<file path="config.mk">
export PLATFORM = sky130hd
export DESIGN_NAME = battery_gauge_average_percent_unit
export DESIGN_NICKNAME = d
export VERILOG_FILES = /design/src/rtl/core/bgap_pkg.sv /design/src/rtl/core/bgap_div.sv /design/src/rtl/core/bgap_dp.sv /design/src/rtl/core/bgap_seq.sv /design/src/rtl/core/battery_gauge_average_percent_unit.sv
export SDC_FILE = /design/constraint.sdc
export NUM_CORES = 2
export LEC_CHECK = 0
export BUFFER_PORTS_ARGS = -buffer_cell sky130_fd_sc_hd__buf_2
export CORE_MARGIN = 3
export CORE_UTILIZATION = 50
export CTS_CLUSTER_SIZE = 14
export DETAILED_ROUTE_END_ITERATION = 10
export PLACE_DENSITY = 0.66
export SLEW_MARGIN = 5
export SYNTH_ARGS = -nofsm -noshare
export SYNTH_HDL_FRONTEND = slang
export SYNTH_SLANG_ARGS = --single-unit
export TNS_END_PERCENT = 1
</file>
<file path="constraint.sdc">
create_clock -name aclk -period 13.4 [get_ports aclk]
set_input_delay 2.68 -clock aclk [delete_from_list [all_inputs] [get_ports aclk]]
set_output_delay 2.68 -clock aclk [all_outputs]
set_load 0.01 [all_outputs]
</file>
<file path="src/rtl/core/bgap_pkg.sv">
// ----------------------------------------------------------------------------
// bgap_pkg
// Shared types, microcode and curve constants for the battery gauge block.
// ----------------------------------------------------------------------------
package bgap_pkg;

    localparam int MV_W    = 14;
    localparam int PCT_W   = 7;
    localparam int STEP_W  = 4;
    localparam int OP_W    = 4;
    localparam int COND_W  = 2;
    localparam int SEG_W   = 4;
    localparam int DIFF_W  = 8;
    localparam int NUMER_W = 11;
    localparam int PREC_W  = 14;
    localparam int PCT_SH  = 19;

    localparam logic [MV_W-1:0] FULL_SCALE_RESET = MV_W'(5160);
    localparam logic [SEG_W-1:0] LAST_BREAK      = SEG_W'(10);
    localparam logic [PCT_W-1:0] PCT_FULL        = PCT_W'(100);

    // datapath operations
    localparam logic [OP_W-1:0] OP_NONE     = 4'd0;
    localparam logic [OP_W-1:0] OP_LOAD     = 4'd1;
    localparam logic [OP_W-1:0] OP_UPDATE   = 4'd2;
    localparam logic [OP_W-1:0] OP_DIV_MEAN = 4'd3;
    localparam logic [OP_W-1:0] OP_GET_MEAN = 4'd4;
    localparam logic [OP_W-1:0] OP_MUL      = 4'd5;
    localparam logic [OP_W-1:0] OP_DIV_MV   = 4'd6;
    localparam logic [OP_W-1:0] OP_GET_MV   = 4'd7;
    localparam logic [OP_W-1:0] OP_SEG      = 4'd8;
    localparam logic [OP_W-1:0] OP_DIV_PCT  = 4'd9;
    localparam logic [OP_W-1:0] OP_GET_PCT  = 4'd10;
    localparam logic [OP_W-1:0] OP_EMIT     = 4'd11;

    // step advance conditions
    localparam logic [COND_W-1:0] COND_ALWAYS = 2'd0;
    localparam logic [COND_W-1:0] COND_IN     = 2'd1;
    localparam logic [COND_W-1:0] COND_DIV    = 2'd2;
    localparam logic [COND_W-1:0] COND_OUT    = 2'd3;

    // program steps
    localparam logic [STEP_W-1:0] STEP_LOAD     = 4'd0;
    localparam logic [STEP_W-1:0] STEP_UPDATE   = 4'd1;
    localparam logic [STEP_W-1:0] STEP_DIV_MEAN = 4'd2;
    localparam logic [STEP_W-1:0] STEP_GET_MEAN = 4'd3;
    localparam logic [STEP_W-1:0] STEP_MUL      = 4'd4;
    localparam logic [STEP_W-1:0] STEP_DIV_MV   = 4'd5;
    localparam logic [STEP_W-1:0] STEP_GET_MV   = 4'd6;
    localparam logic [STEP_W-1:0] STEP_SEG      = 4'd7;
    localparam logic [STEP_W-1:0] STEP_DIV_PCT  = 4'd8;
    localparam logic [STEP_W-1:0] STEP_GET_PCT  = 4'd9;
    localparam logic [STEP_W-1:0] STEP_EMIT     = 4'd10;

    typedef struct packed {
        logic [OP_W-1:0]   op;
        logic [COND_W-1:0] cond;
        logic              jump;
        logic [STEP_W-1:0] target;
    } uword_t;

    typedef struct packed {
        logic [OP_W-1:0] op;
        logic            fire;
    } ctrl_t;

    typedef struct packed {
        logic div_done;
        logic out_free;
    } stat_t;

    // control store: a step holds until its condition is met, then moves on
    function automatic uword_t ucode(input logic [STEP_W-1:0] step);
        uword_t w;
        w.op     = OP_NONE;
        w.cond   = COND_ALWAYS;
        w.jump   = 1'b0;
        w.target = STEP_LOAD;
        case (step)
            STEP_LOAD: begin
                w.op   = OP_LOAD;
                w.cond = COND_IN;
            end
            STEP_UPDATE:   w.op = OP_UPDATE;
            STEP_DIV_MEAN: w.op = OP_DIV_MEAN;
            STEP_GET_MEAN: begin
                w.op   = OP_GET_MEAN;
                w.cond = COND_DIV;
            end
            STEP_MUL:    w.op = OP_MUL;
            STEP_DIV_MV: w.op = OP_DIV_MV;
            STEP_GET_MV: begin
                w.op   = OP_GET_MV;
                w.cond = COND_DIV;
            end
            STEP_SEG:     w.op = OP_SEG;
            STEP_DIV_PCT: w.op = OP_DIV_PCT;
            STEP_GET_PCT: begin
                w.op   = OP_GET_PCT;
                w.cond = COND_DIV;
            end
            STEP_EMIT: begin
                w.op     = OP_EMIT;
                w.cond   = COND_OUT;
                w.jump   = 1'b1;
                w.target = STEP_LOAD;
            end
            default: begin
                w.jump   = 1'b1;
                w.target = STEP_LOAD;
            end
        endcase
        return w;
    endfunction

    // discharge curve breakpoints in mV, one per 10 percent
    function automatic logic [MV_W-1:0] brk_mv(input logic [SEG_W-1:0] idx);
        logic [MV_W-1:0] v;
        case (idx)
            4'd0:    v = MV_W'(3300);
            4'd1:    v = MV_W'(3450);
            4'd2:    v = MV_W'(3550);
            4'd3:    v = MV_W'(3650);
            4'd4:    v = MV_W'(3700);
            4'd5:    v = MV_W'(3750);
            4'd6:    v = MV_W'(3800);
            4'd7:    v = MV_W'(3850);
            4'd8:    v = MV_W'(3980);
            4'd9:    v = MV_W'(4100);
            4'd10:   v = MV_W'(4200);
            default: v = MV_W'(4200);
        endcase
        return v;
    endfunction

    // ceil(2^PCT_SH / span) for the segment that ends at breakpoint idx
    function automatic logic [PREC_W-1:0] seg_rec(input logic [SEG_W-1:0] idx);
        logic [PREC_W-1:0] r;
        case (idx)
            4'd1:                    r = PREC_W'(3496);   // 150 mV span
            4'd2, 4'd3, 4'd10:       r = PREC_W'(5243);   // 100 mV span
            4'd4, 4'd5, 4'd6, 4'd7:  r = PREC_W'(10486);  // 50 mV span
            4'd8:                    r = PREC_W'(4033);   // 130 mV span
            4'd9:                    r = PREC_W'(4370);   // 120 mV span
            default:                 r = '0;
        endcase
        return r;
    endfunction

endpackage

</file>
<file path="src/rtl/core/bgap_div.sv">
// ----------------------------------------------------------------------------
// bgap_div
// Division by a constant as one registered reciprocal multiplication.
// ----------------------------------------------------------------------------
module bgap_div #(
    parameter int NUM_W = 27,
    parameter int REC_W = 28
) (
    input  logic                   aclk,
    input  logic                   aresetn,
    input  logic                   start,
    input  logic [NUM_W-1:0]       num,
    input  logic [REC_W-1:0]       rec,
    output logic                   done,
    output logic [NUM_W+REC_W-1:0] prod
);

    localparam int PROD_W = NUM_W + REC_W;

    logic              done_reg, done_next;
    logic [PROD_W-1:0] prod_reg, prod_next;

    // quotient is taken from the product by a fixed shift downstream
    always_comb begin
        done_next = start;
        prod_next = prod_reg;
        if (start) begin
            prod_next = {{REC_W{1'b0}}, num} * {{NUM_W{1'b0}}, rec};
        end
    end

    always_ff @(posedge aclk) begin
        if (!aresetn) begin
            done_reg <= 1'b0;
        end else begin
            done_reg <= done_next;
        end
    end

    always_ff @(posedge aclk) begin
        prod_reg <= prod_next;
    end

    assign done = done_reg;
    assign prod = prod_reg;

endmodule

</file>
<file path="src/rtl/core/bgap_dp.sv">
// ----------------------------------------------------------------------------
// bgap_dp
// Datapath: sample history, running sum, scaling, curve lookup, result reg.
// ----------------------------------------------------------------------------
module bgap_dp #(
    parameter int TAPS        = 10,
    parameter int SAMPLE_BITS = 13
) (
    input  logic                         aclk,
    input  logic                         aresetn,
    input  bgap_pkg::ctrl_t              ctrl,
    output bgap_pkg::stat_t              stat,
    input  logic [SAMPLE_BITS-1:0]       raw_sample,
    input  logic                         cfg_wr_en,
    input  logic [bgap_pkg::MV_W-1:0]    cfg_wr_data,
    input  logic                         m_tready,
    output logic                         m_tvalid,
    output logic [SAMPLE_BITS-1:0]       m_mean_raw,
    output logic [bgap_pkg::MV_W-1:0]    m_battery_mv,
    output logic [bgap_pkg::PCT_W-1:0]   m_charge_percent
);

    localparam int SUM_W  = SAMPLE_BITS + $clog2(TAPS);
    localparam int NUM_W  = SAMPLE_BITS + bgap_pkg::MV_W;
    localparam int PTR_W  = $clog2(TAPS);
    localparam int MV_W   = bgap_pkg::MV_W;
    localparam int PCT_W  = bgap_pkg::PCT_W;
    localparam int SEG_W  = bgap_pkg::SEG_W;
    localparam int REC_W  = NUM_W + 1;
    localparam int PROD_W = NUM_W + REC_W;

    // reciprocal shifts chosen so the truncated product equals the quotient
    localparam int MEAN_SH = SUM_W + PTR_W + 1;
    localparam int MV_SH   = NUM_W + SAMPLE_BITS;
    localparam logic [63:0] ADC_MAX  = (64'd1 << SAMPLE_BITS) - 64'd1;
    localparam logic [63:0] MEAN_REC = ((64'd1 << MEAN_SH) + 64'(TAPS) - 64'd1) / 64'(TAPS);
    localparam logic [63:0] MV_REC   = ((64'd1 << MV_SH) + ADC_MAX - 64'd1) / ADC_MAX;

    logic [SAMPLE_BITS-1:0] hist_mem [TAPS];
    logic [TAPS-1:0]        vld_reg, vld_next;
    logic [PTR_W-1:0]       ptr_reg, ptr_next;
    logic [SUM_W-1:0]       sum_reg, sum_next;
    logic [MV_W-1:0]        fs_reg, fs_next;
    logic                   m_tvalid_reg, m_tvalid_next;

    logic [SAMPLE_BITS-1:0]           sample_reg;
    logic [SAMPLE_BITS-1:0]           old_reg;
    logic                             old_vld_reg;
    logic [SAMPLE_BITS-1:0]           mean_reg;
    logic [NUM_W-1:0]                 prod_reg;
    logic [MV_W-1:0]                  mv_reg;
    logic [PCT_W-1:0]                 base_reg;
    logic [bgap_pkg::NUMER_W-1:0]     numer_reg;
    logic [bgap_pkg::PREC_W-1:0]      rec_reg;
    logic [PCT_W-1:0]                 pct_reg;
    logic [SAMPLE_BITS-1:0]           out_mean_reg;
    logic [MV_W-1:0]                  out_mv_reg;
    logic [PCT_W-1:0]                 out_pct_reg;

    logic                             div_start;
    logic [NUM_W-1:0]                 div_num;
    logic [REC_W-1:0]                 div_rec;
    logic                             div_done;
    logic [PROD_W-1:0]                div_prod;

    logic [SEG_W-1:0]                 seg_k;
    logic [SEG_W-1:0]                 seg_b;
    logic [MV_W-1:0]                  seg_lo;
    logic [MV_W-1:0]                  seg_diff_w;
    logic [bgap_pkg::DIFF_W-1:0]      seg_diff;
    logic [PCT_W-1:0]                 seg_base;
    logic [bgap_pkg::NUMER_W-1:0]     seg_numer;
    logic [bgap_pkg::PREC_W-1:0]      seg_prec;
    logic                             seg_top;
    logic [SAMPLE_BITS-1:0]           old_val;

    logic op_load, op_update, op_get_mean, op_mul, op_get_mv, op_seg, op_get_pct;
    logic op_emit;

    always_comb begin
        op_load     = ctrl.fire && (ctrl.op == bgap_pkg::OP_LOAD);
        op_update   = ctrl.fire && (ctrl.op == bgap_pkg::OP_UPDATE);
        op_get_mean = ctrl.fire && (ctrl.op == bgap_pkg::OP_GET_MEAN);
        op_mul      = ctrl.fire && (ctrl.op == bgap_pkg::OP_MUL);
        op_get_mv   = ctrl.fire && (ctrl.op == bgap_pkg::OP_GET_MV);
        op_seg      = ctrl.fire && (ctrl.op == bgap_pkg::OP_SEG);
        op_get_pct  = ctrl.fire && (ctrl.op == bgap_pkg::OP_GET_PCT);
        op_emit     = ctrl.fire && (ctrl.op == bgap_pkg::OP_EMIT);
    end

    // divider operand select
    always_comb begin
        div_start = 1'b0;
        div_num   = '0;
        div_rec   = '0;
        case (ctrl.op)
            bgap_pkg::OP_DIV_MEAN: begin
                div_start = ctrl.fire;
                div_num   = NUM_W'(sum_reg);
                div_rec   = REC_W'(MEAN_REC);
            end
            bgap_pkg::OP_DIV_MV: begin
                div_start = ctrl.fire;
                div_num   = prod_reg;
                div_rec   = REC_W'(MV_REC);
            end
            bgap_pkg::OP_DIV_PCT: begin
                div_start = ctrl.fire;
                div_num   = NUM_W'(numer_reg);
                div_rec   = REC_W'(rec_reg);
            end
            default: begin
                div_start = 1'b0;
            end
        endcase
    end

    bgap_div #(
        .NUM_W (NUM_W),
        .REC_W (REC_W)
    ) u_div (
        .aclk    (aclk),
        .aresetn (aresetn),
        .start   (div_start),
        .num     (div_num),
        .rec     (div_rec),
        .done    (div_done),
        .prod    (div_prod)
    );

    // curve segment: highest breakpoint strictly below mv
    always_comb begin
        seg_k = '0;
        for (int k = 1; k <= 10; k++) begin
            if (mv_reg > bgap_pkg::brk_mv(SEG_W'(k - 1))) begin
                seg_k = SEG_W'(k);
            end
        end
        seg_top    = mv_reg >= bgap_pkg::brk_mv(bgap_pkg::LAST_BREAK);
        seg_b      = seg_k - SEG_W'(1);
        seg_lo     = bgap_pkg::brk_mv(seg_b);
        seg_diff_w = mv_reg - seg_lo;
        seg_prec   = bgap_pkg::seg_rec(seg_k);
        if (seg_top) begin
            seg_base = bgap_pkg::PCT_FULL;
            seg_diff = '0;
        end else if (seg_k == '0) begin
            seg_base = '0;
            seg_diff = '0;
        end else begin
            seg_base = {seg_b, 3'b000} + {2'b00, seg_b, 1'b0};
            seg_diff = seg_diff_w[bgap_pkg::DIFF_W-1:0];
        end
        // times ten as two shifts
        seg_numer = {seg_diff, 3'b000} + {2'b00, seg_diff, 1'b0};
    end

    assign old_val = old_vld_reg ? old_reg : '0;

    always_comb begin
        vld_next = vld_reg;
        ptr_next = ptr_reg;
        sum_next = sum_reg;
        if (op_update) begin
            vld_next[ptr_reg] = 1'b1;
            ptr_next = (ptr_reg == PTR_W'(TAPS - 1)) ? '0 : ptr_reg + PTR_W'(1);
            sum_next = sum_reg - SUM_W'(old_val) + SUM_W'(sample_reg);
        end
        fs_next = cfg_wr_en ? cfg_wr_data : fs_reg;
        if (op_emit) begin
            m_tvalid_next = 1'b1;
        end else if (m_tready) begin
            m_tvalid_next = 1'b0;
        end else begin
            m_tvalid_next = m_tvalid_reg;
        end
    end

    always_ff @(posedge aclk) begin
        if (!aresetn) begin
            vld_reg      <= '0;
            ptr_reg      <= '0;
            sum_reg      <= '0;
            fs_reg       <= bgap_pkg::FULL_SCALE_RESET;
            m_tvalid_reg <= 1'b0;
        end else begin
            vld_reg      <= vld_next;
            ptr_reg      <= ptr_next;
            sum_reg      <= sum_next;
            fs_reg       <= fs_next;
            m_tvalid_reg <= m_tvalid_next;
        end
    end

    // history ring, oldest entry sits at the write pointer
    always_ff @(posedge aclk) begin
        if (op_load) begin
            old_reg <= hist_mem[ptr_reg];
        end
        if (op_update) begin
            hist_mem[ptr_reg] <= sample_reg;
        end
    end

    always_ff @(posedge aclk) begin
        if (op_load) begin
            sample_reg  <= raw_sample;
            old_vld_reg <= vld_reg[ptr_reg];
        end
        if (op_get_mean) begin
            mean_reg <= div_prod[MEAN_SH +: SAMPLE_BITS];
        end
        if (op_mul) begin
            prod_reg <= NUM_W'(mean_reg) * NUM_W'(fs_reg);
        end
        if (op_get_mv) begin
            mv_reg <= div_prod[MV_SH +: MV_W];
        end
        if (op_seg) begin
            base_reg  <= seg_base;
            numer_reg <= seg_numer;
            rec_reg   <= seg_prec;
        end
        if (op_get_pct) begin
            pct_reg <= base_reg + div_prod[bgap_pkg::PCT_SH +: PCT_W];
        end
        if (op_emit) begin
            out_mean_reg <= mean_reg;
            out_mv_reg   <= mv_reg;
            out_pct_reg  <= pct_reg;
        end
    end

    assign stat.div_done    = div_done;
    assign stat.out_free    = !m_tvalid_reg || m_tready;
    assign m_tvalid         = m_tvalid_reg;
    assign m_mean_raw       = out_mean_reg;
    assign m_battery_mv     = out_mv_reg;
    assign m_charge_percent = out_pct_reg;

endmodule

</file>
<file path="src/rtl/core/bgap_seq.sv">
// ----------------------------------------------------------------------------
// bgap_seq
// Step counter over the microcode store, with wait and jump handling.
// ----------------------------------------------------------------------------
module bgap_seq (
    input  logic            aclk,
    input  logic            aresetn,
    input  logic            in_valid,
    input  bgap_pkg::stat_t stat,
    output bgap_pkg::ctrl_t ctrl,
    output logic            in_ready
);

    logic [bgap_pkg::STEP_W-1:0] step_reg, step_next;
    bgap_pkg::uword_t            word;
    logic                        met;

    always_comb begin
        word = bgap_pkg::ucode(step_reg);
        case (word.cond)
            bgap_pkg::COND_ALWAYS: met = 1'b1;
            bgap_pkg::COND_IN:     met = in_valid && aresetn;
            bgap_pkg::COND_DIV:    met = stat.div_done;
            bgap_pkg::COND_OUT:    met = stat.out_free;
            default:               met = 1'b1;
        endcase
        if (!met) begin
            step_next = step_reg;
        end else if (word.jump) begin
            step_next = word.target;
        end else begin
            step_next = step_reg + bgap_pkg::STEP_W'(1);
        end
    end

    always_ff @(posedge aclk) begin
        if (!aresetn) begin
            step_reg <= bgap_pkg::STEP_LOAD;
        end else begin
            step_reg <= step_next;
        end
    end

    assign ctrl.op   = word.op;
    assign ctrl.fire = met;
    assign in_ready  = aresetn && (word.cond == bgap_pkg::COND_IN);

endmodule

</file>
<file path="src/rtl/core/battery_gauge_average_percent_unit.sv">
// ----------------------------------------------------------------------------
// battery_gauge_average_percent_unit
// Moving-average battery gauge: ADC samples in, mean, millivolts and percent out.
// ----------------------------------------------------------------------------
// Usage:
//   s_* carries one ADC sample per transaction; m_* returns one result per
//   sample: the truncated mean of the last TAPS samples, the battery voltage
//   in mV and the state of charge in percent from an eleven-point curve.
//   cfg_wr_en/cfg_wr_data set the full-scale millivolts; write only when idle.
// Timing:
//   a small microcoded sequencer steps one sample through a plain datapath
//   in eleven steps; the divisions by TAPS, by the ADC full-scale code and
//   by each curve segment span are reciprocal multiplications through one
//   shared registered multiplier. A new sample is accepted only after the
//   previous one has reached the output register.
// Reset:
//   the history reads as zeros and the sum clears at once; full scale returns
//   to 5160 mV. No sweep is needed, the block is ready right after reset.
// Stall:
//   the result waits in an output register; the next sample is accepted and
//   processed meanwhile, and the sequencer only holds at its last step while
//   the previous result is still unclaimed.
// ----------------------------------------------------------------------------
module battery_gauge_average_percent_unit #(
    parameter int TAPS        = 10,
    parameter int SAMPLE_BITS = 13
) (
    input  logic                      aclk,
    input  logic                      aresetn,
    input  logic                      s_tvalid,
    output logic                      s_tready,
    // [SAMPLE_BITS-1:0] raw_sample, zero padded to bytes
    input  logic [((SAMPLE_BITS + 7) / 8) * 8 - 1:0] s_tdata,
    output logic                      m_tvalid,
    input  logic                      m_tready,
    // mean_raw, battery_mv (14), charge_percent (7) from bit 0 up, zero padded
    output logic [((SAMPLE_BITS + 21 + 7) / 8) * 8 - 1:0] m_tdata,
    input  logic                      cfg_wr_en,
    input  logic [13:0]               cfg_wr_data
);

    localparam int OUT_W = ((SAMPLE_BITS + 21 + 7) / 8) * 8;

    bgap_pkg::ctrl_t ctrl;
    bgap_pkg::stat_t stat;

    logic [SAMPLE_BITS-1:0]           mean_raw;
    logic [bgap_pkg::MV_W-1:0]        battery_mv;
    logic [bgap_pkg::PCT_W-1:0]       charge_percent;

    bgap_seq u_seq (
        .aclk     (aclk),
        .aresetn  (aresetn),
        .in_valid (s_tvalid),
        .stat     (stat),
        .ctrl     (ctrl),
        .in_ready (s_tready)
    );

    bgap_dp #(
        .TAPS        (TAPS),
        .SAMPLE_BITS (SAMPLE_BITS)
    ) u_dp (
        .aclk             (aclk),
        .aresetn          (aresetn),
        .ctrl             (ctrl),
        .stat             (stat),
        .raw_sample       (s_tdata[SAMPLE_BITS-1:0]),
        .cfg_wr_en        (cfg_wr_en),
        .cfg_wr_data      (cfg_wr_data),
        .m_tready         (m_tready),
        .m_tvalid         (m_tvalid),
        .m_mean_raw       (mean_raw),
        .m_battery_mv     (battery_mv),
        .m_charge_percent (charge_percent)
    );

    assign m_tdata = OUT_W'({charge_percent, battery_mv, mean_raw});

endmodule
</file>
==> flow_summary_export.csv <==
group,metric,value,unit
run_status,status,"finished clean",
detailed_routing,finalWirelength,80.6,mm
detailed_routing,post_drt_wl_per_cell,17.6,µm
sta,fin_crit_sh,81.6,%
detailed_routing,remaining_drc_errors,0,
sta,final-hold-violation-count,0,
setup_path,crit_arrival,11.25,ns
floorplanning,rows,98,
final_layout,areaGrowthSynthToFinish,9.32,%
clock_tree,clk_latency,0.58,ns
clock_tree,cts.path.max_buffers,3,
placed_design,dp_hpwl,64.7,mm
setup_path,r2r_cells,32,
clock_tree,cts_resized,0,
power,switching_power,2.99,mW
floorplanning,io_pins,77,
final_layout,layout_common_cells,"808 x inv_1, 535 x fa_1, 347 x ha_1, 310 x nand2_1, 309 x edfxtp_1",
yosys,yosysSeqAreaShare,28.4,%
power,vdd_drop_max,0.000209,V
yosys,ys_warn_count,0,
final_layout,antennaDiodeCount,0,
setup_path,critPathLaunchType,"register",
final_layout,layout.cells.non_filler,4589,
grt,antenna_found_initial,1,
floorplanning,die_y,275,µm
sta,period_needed,10.94,ns
final_layout,largest_reg_flops,130,
power,comb_power_share,60.2,%
setup_path,slowest_stage,"nor2_2",
run,max_cap_violations,0,
sta,slew_viol_final,0,
grt,grt_max_degree,51,
clock_tree,cts_tree,"built",
yosys,synth_edf_count,309,
final_layout,final_layout_size_suffix_gt1_share,6.49,%
detailed_routing,dr.first_iter.drc_count,1471,
clock_tree,clockRootBuffer,"clkbuf_16",
sta,fin_worst_skew,0.0225,ns
final_layout,nets,4527,
setup_path,crit_type,"reg -> reg",
placed_design,io_buffers,67,
sta,slew_headroom,30.5,%
power,powerDensity,173,mW/mm²
floorplanning,core_area,0.0717,mm²
power,p_sw_share,43.4,%
final_layout,layout_commonest_cell,"inv_1",
setup_path,path_max_fanout,17,
placed_design,place_congestion,0.921,
floorplanning,initial_core_util,50.6,%
yosys,netlist_area,0.0363,mm²
setup_path,cp.required,13.71,ns
clock_tree,post-cts-setup-buffers,0,
power,power,6.88,mW
grt,grt_pass1_wl,132,mm
yosys,synth-seq-cells,360,
final_layout,design_area,0.0397,mm²
floorplanning,die_area,0.0759,mm²
clock_tree,numClockSinks,360,
clock_tree,hold_buffers,0,
power,p_int,3.89,mW
hold_path,min_path_type,"reg -> reg",
grt,grt_pass1_vias,24300,
yosys,syn_area_per_cell,10.7,µm²
placed_design,place_inst,4519,
clock_tree,cts_max_level,2,
detailed_routing,ant_nets,0,
sta,finalSetupViolCount,0,
placed_design,placed_area,0.0384,mm²
grt,grt_overflow,0,
grt,grt_usage,22.4,%
detailed_routing,via_per_inst,5.07,
power,power_leakage,19.3,nW
power,seq_power_share,24.1,%
yosys,synth_ff_type,"edfxtp_1",
setup_path,end_kind,"register",
hold_path,hold_depth,0,
setup_path,cpMostUsedCell,"fa_1",
setup_path,path_buf_inv,7,
sta,rsz0062_at_grt,"false",
setup_path,cp.depth,32,
floorplanning,die_x,275,µm
detailed_routing,vias,23300,
yosys,ys_async_sr_fraction,0,%
yosys,yosysUniqueCellTypes,88,
setup_path,crit_family,"adder cells",
sta,hold_slack,0.410,ns
yosys,syn_inst,3386,
clock_tree,numCtsBuffers,39,
final_layout,fillers,6259,
clock_tree,path_clk_slew,0.06,ns
sta,worstMarginPinSlew,1.04,ns
power,p_clk_share,15.7,%
sta,fmax,91.4,MHz
sta,finalSetupTns,0,ns
setup_path,slowest_delay,0.77,ns
setup_path,r2r_slack,2.46,ns
detailed_routing,dr.pass1.iters,5,
==> cell type report <==
type	count	area, µm²	share of cell area [%]
clock buffers	54	1090	2.76
clock inverters	16	190	0.479
inverters	809	3040	7.65
multi-input cells	2297	23300	58.6
flip-flops and latches	360	10300	26.0
well taps	950	1190	2.99
repair buffers	103	606	1.53
==> per-layer routing <==
| layer | wire (µm) | part of all wire (%) | vias to the layer above | track usage, % |
|---|---|---|---|---|
| met4 | 1380 | 1.7 | 0 | 4.38 |
| met2 | 38700 | 48 | 510 | 37.6 |
| met1 | 36500 | 45 | 11800 | 31.7 |
| met5 | 0 | 0 | - | 0 |
| li1 | - | - | 10900 | - |
| met3 | 3940 | 4.9 | 87 | 2.73 |
==> power groups by stage <==
stage | Clock (mW) | Combinational [mW] | Sequential (mW)
floorplan | 0 | 3.16 | 1.62
global placement | 0 | 4.04 | 1.68
detailed placement | 0 | 4.08 | 1.68
CTS | 1.11 | 4.14 | 1.66
global route | 1.16 | 4.72 | 1.67
finish | 1.08 | 4.14 | 1.66
==> cell usage after synthesis, types with 22 or more instances <==
master / instances / area [µm²]
fa_1: 535 / 10700
nor2_1: 147 / 552
a21o_1: 39 / 293
a21oi_1: 112 / 561
clkbuf_1: 82 / 308
nor2b_1: 25 / 156
xnor2_1: 57 / 499
edfxtp_1: 309 / 9280
nand2b_1: 22 / 138
ha_1: 347 / 4340
nand2_1: 310 / 1160
mux2i_1: 35 / 350
dfxtp_1: 51 / 1020
nand3_1: 22 / 110
inv_1: 808 / 3030
a211oi_1: 28 / 210
nor3_1: 35 / 175
and2_1: 126 / 788
o21ai_0: 45 / 225
mux4_2: 28 / 631
==> final timing paths <==
| kind | start | end |
|---|---|---|
| max | u_seq.step_reg[0]$_SDFFE_PN0P_ | u_dp.u_div.prod[48]$_DFFE_PP_ |
| min | u_dp.pct_reg[0]$_DFFE_PP_ | u_dp.m_charge_percent[0]$_DFFE_PP_ |
| max reg2reg | u_seq.step_reg[0]$_SDFFE_PN0P_ | u_dp.u_div.prod[48]$_DFFE_PP_ |
| min reg2reg | u_dp.pct_reg[0]$_DFFE_PP_ | u_dp.m_charge_percent[0]$_DFFE_PP_ |
==> cell families (layout without fill, tap and decap cells) <==
family          count (synthesis)  after routing  share of synthesized area [%]
compound gates                328            328                           6.08
xor+xnor                       78             78                           1.88
fa+ha+maj                     882            882                           41.5
buf+inv                       917            982                           9.62
flops                         360            360                           28.4
mux                            64             64                           2.73
other cells                     2            190                         0.0207
simple gates                  755            755                           9.85
==> stage by stage <==
step | setup WS [ns] | util (%)
detailed placement | 2.57 | 53.5
floorplan | 4.86 | -
global route | 2.01 | 55.3
CTS | 2.50 | 55.3
global placement | 2.71 | 53.5
finish | 2.46 | 55.3
==> worst reg2reg max path: cells and delay by family (launching register included) <==
| family | cells | cell delay, ns |
|---|---|---|
| AO/OA/AOI/OAI | 6 | 2.52 |
| XOR/XNOR | 1 | 0.09 |
| adder cells (fa/ha/maj) | 9 | 4.38 |
| buffers and inverters | 7 | 0.73 |
| flip-flops | 1 | 0.35 |
| AND/OR/NAND/NOR | 9 | 2.57 |
No activity file was read; power rests on OpenSTA's default activity.
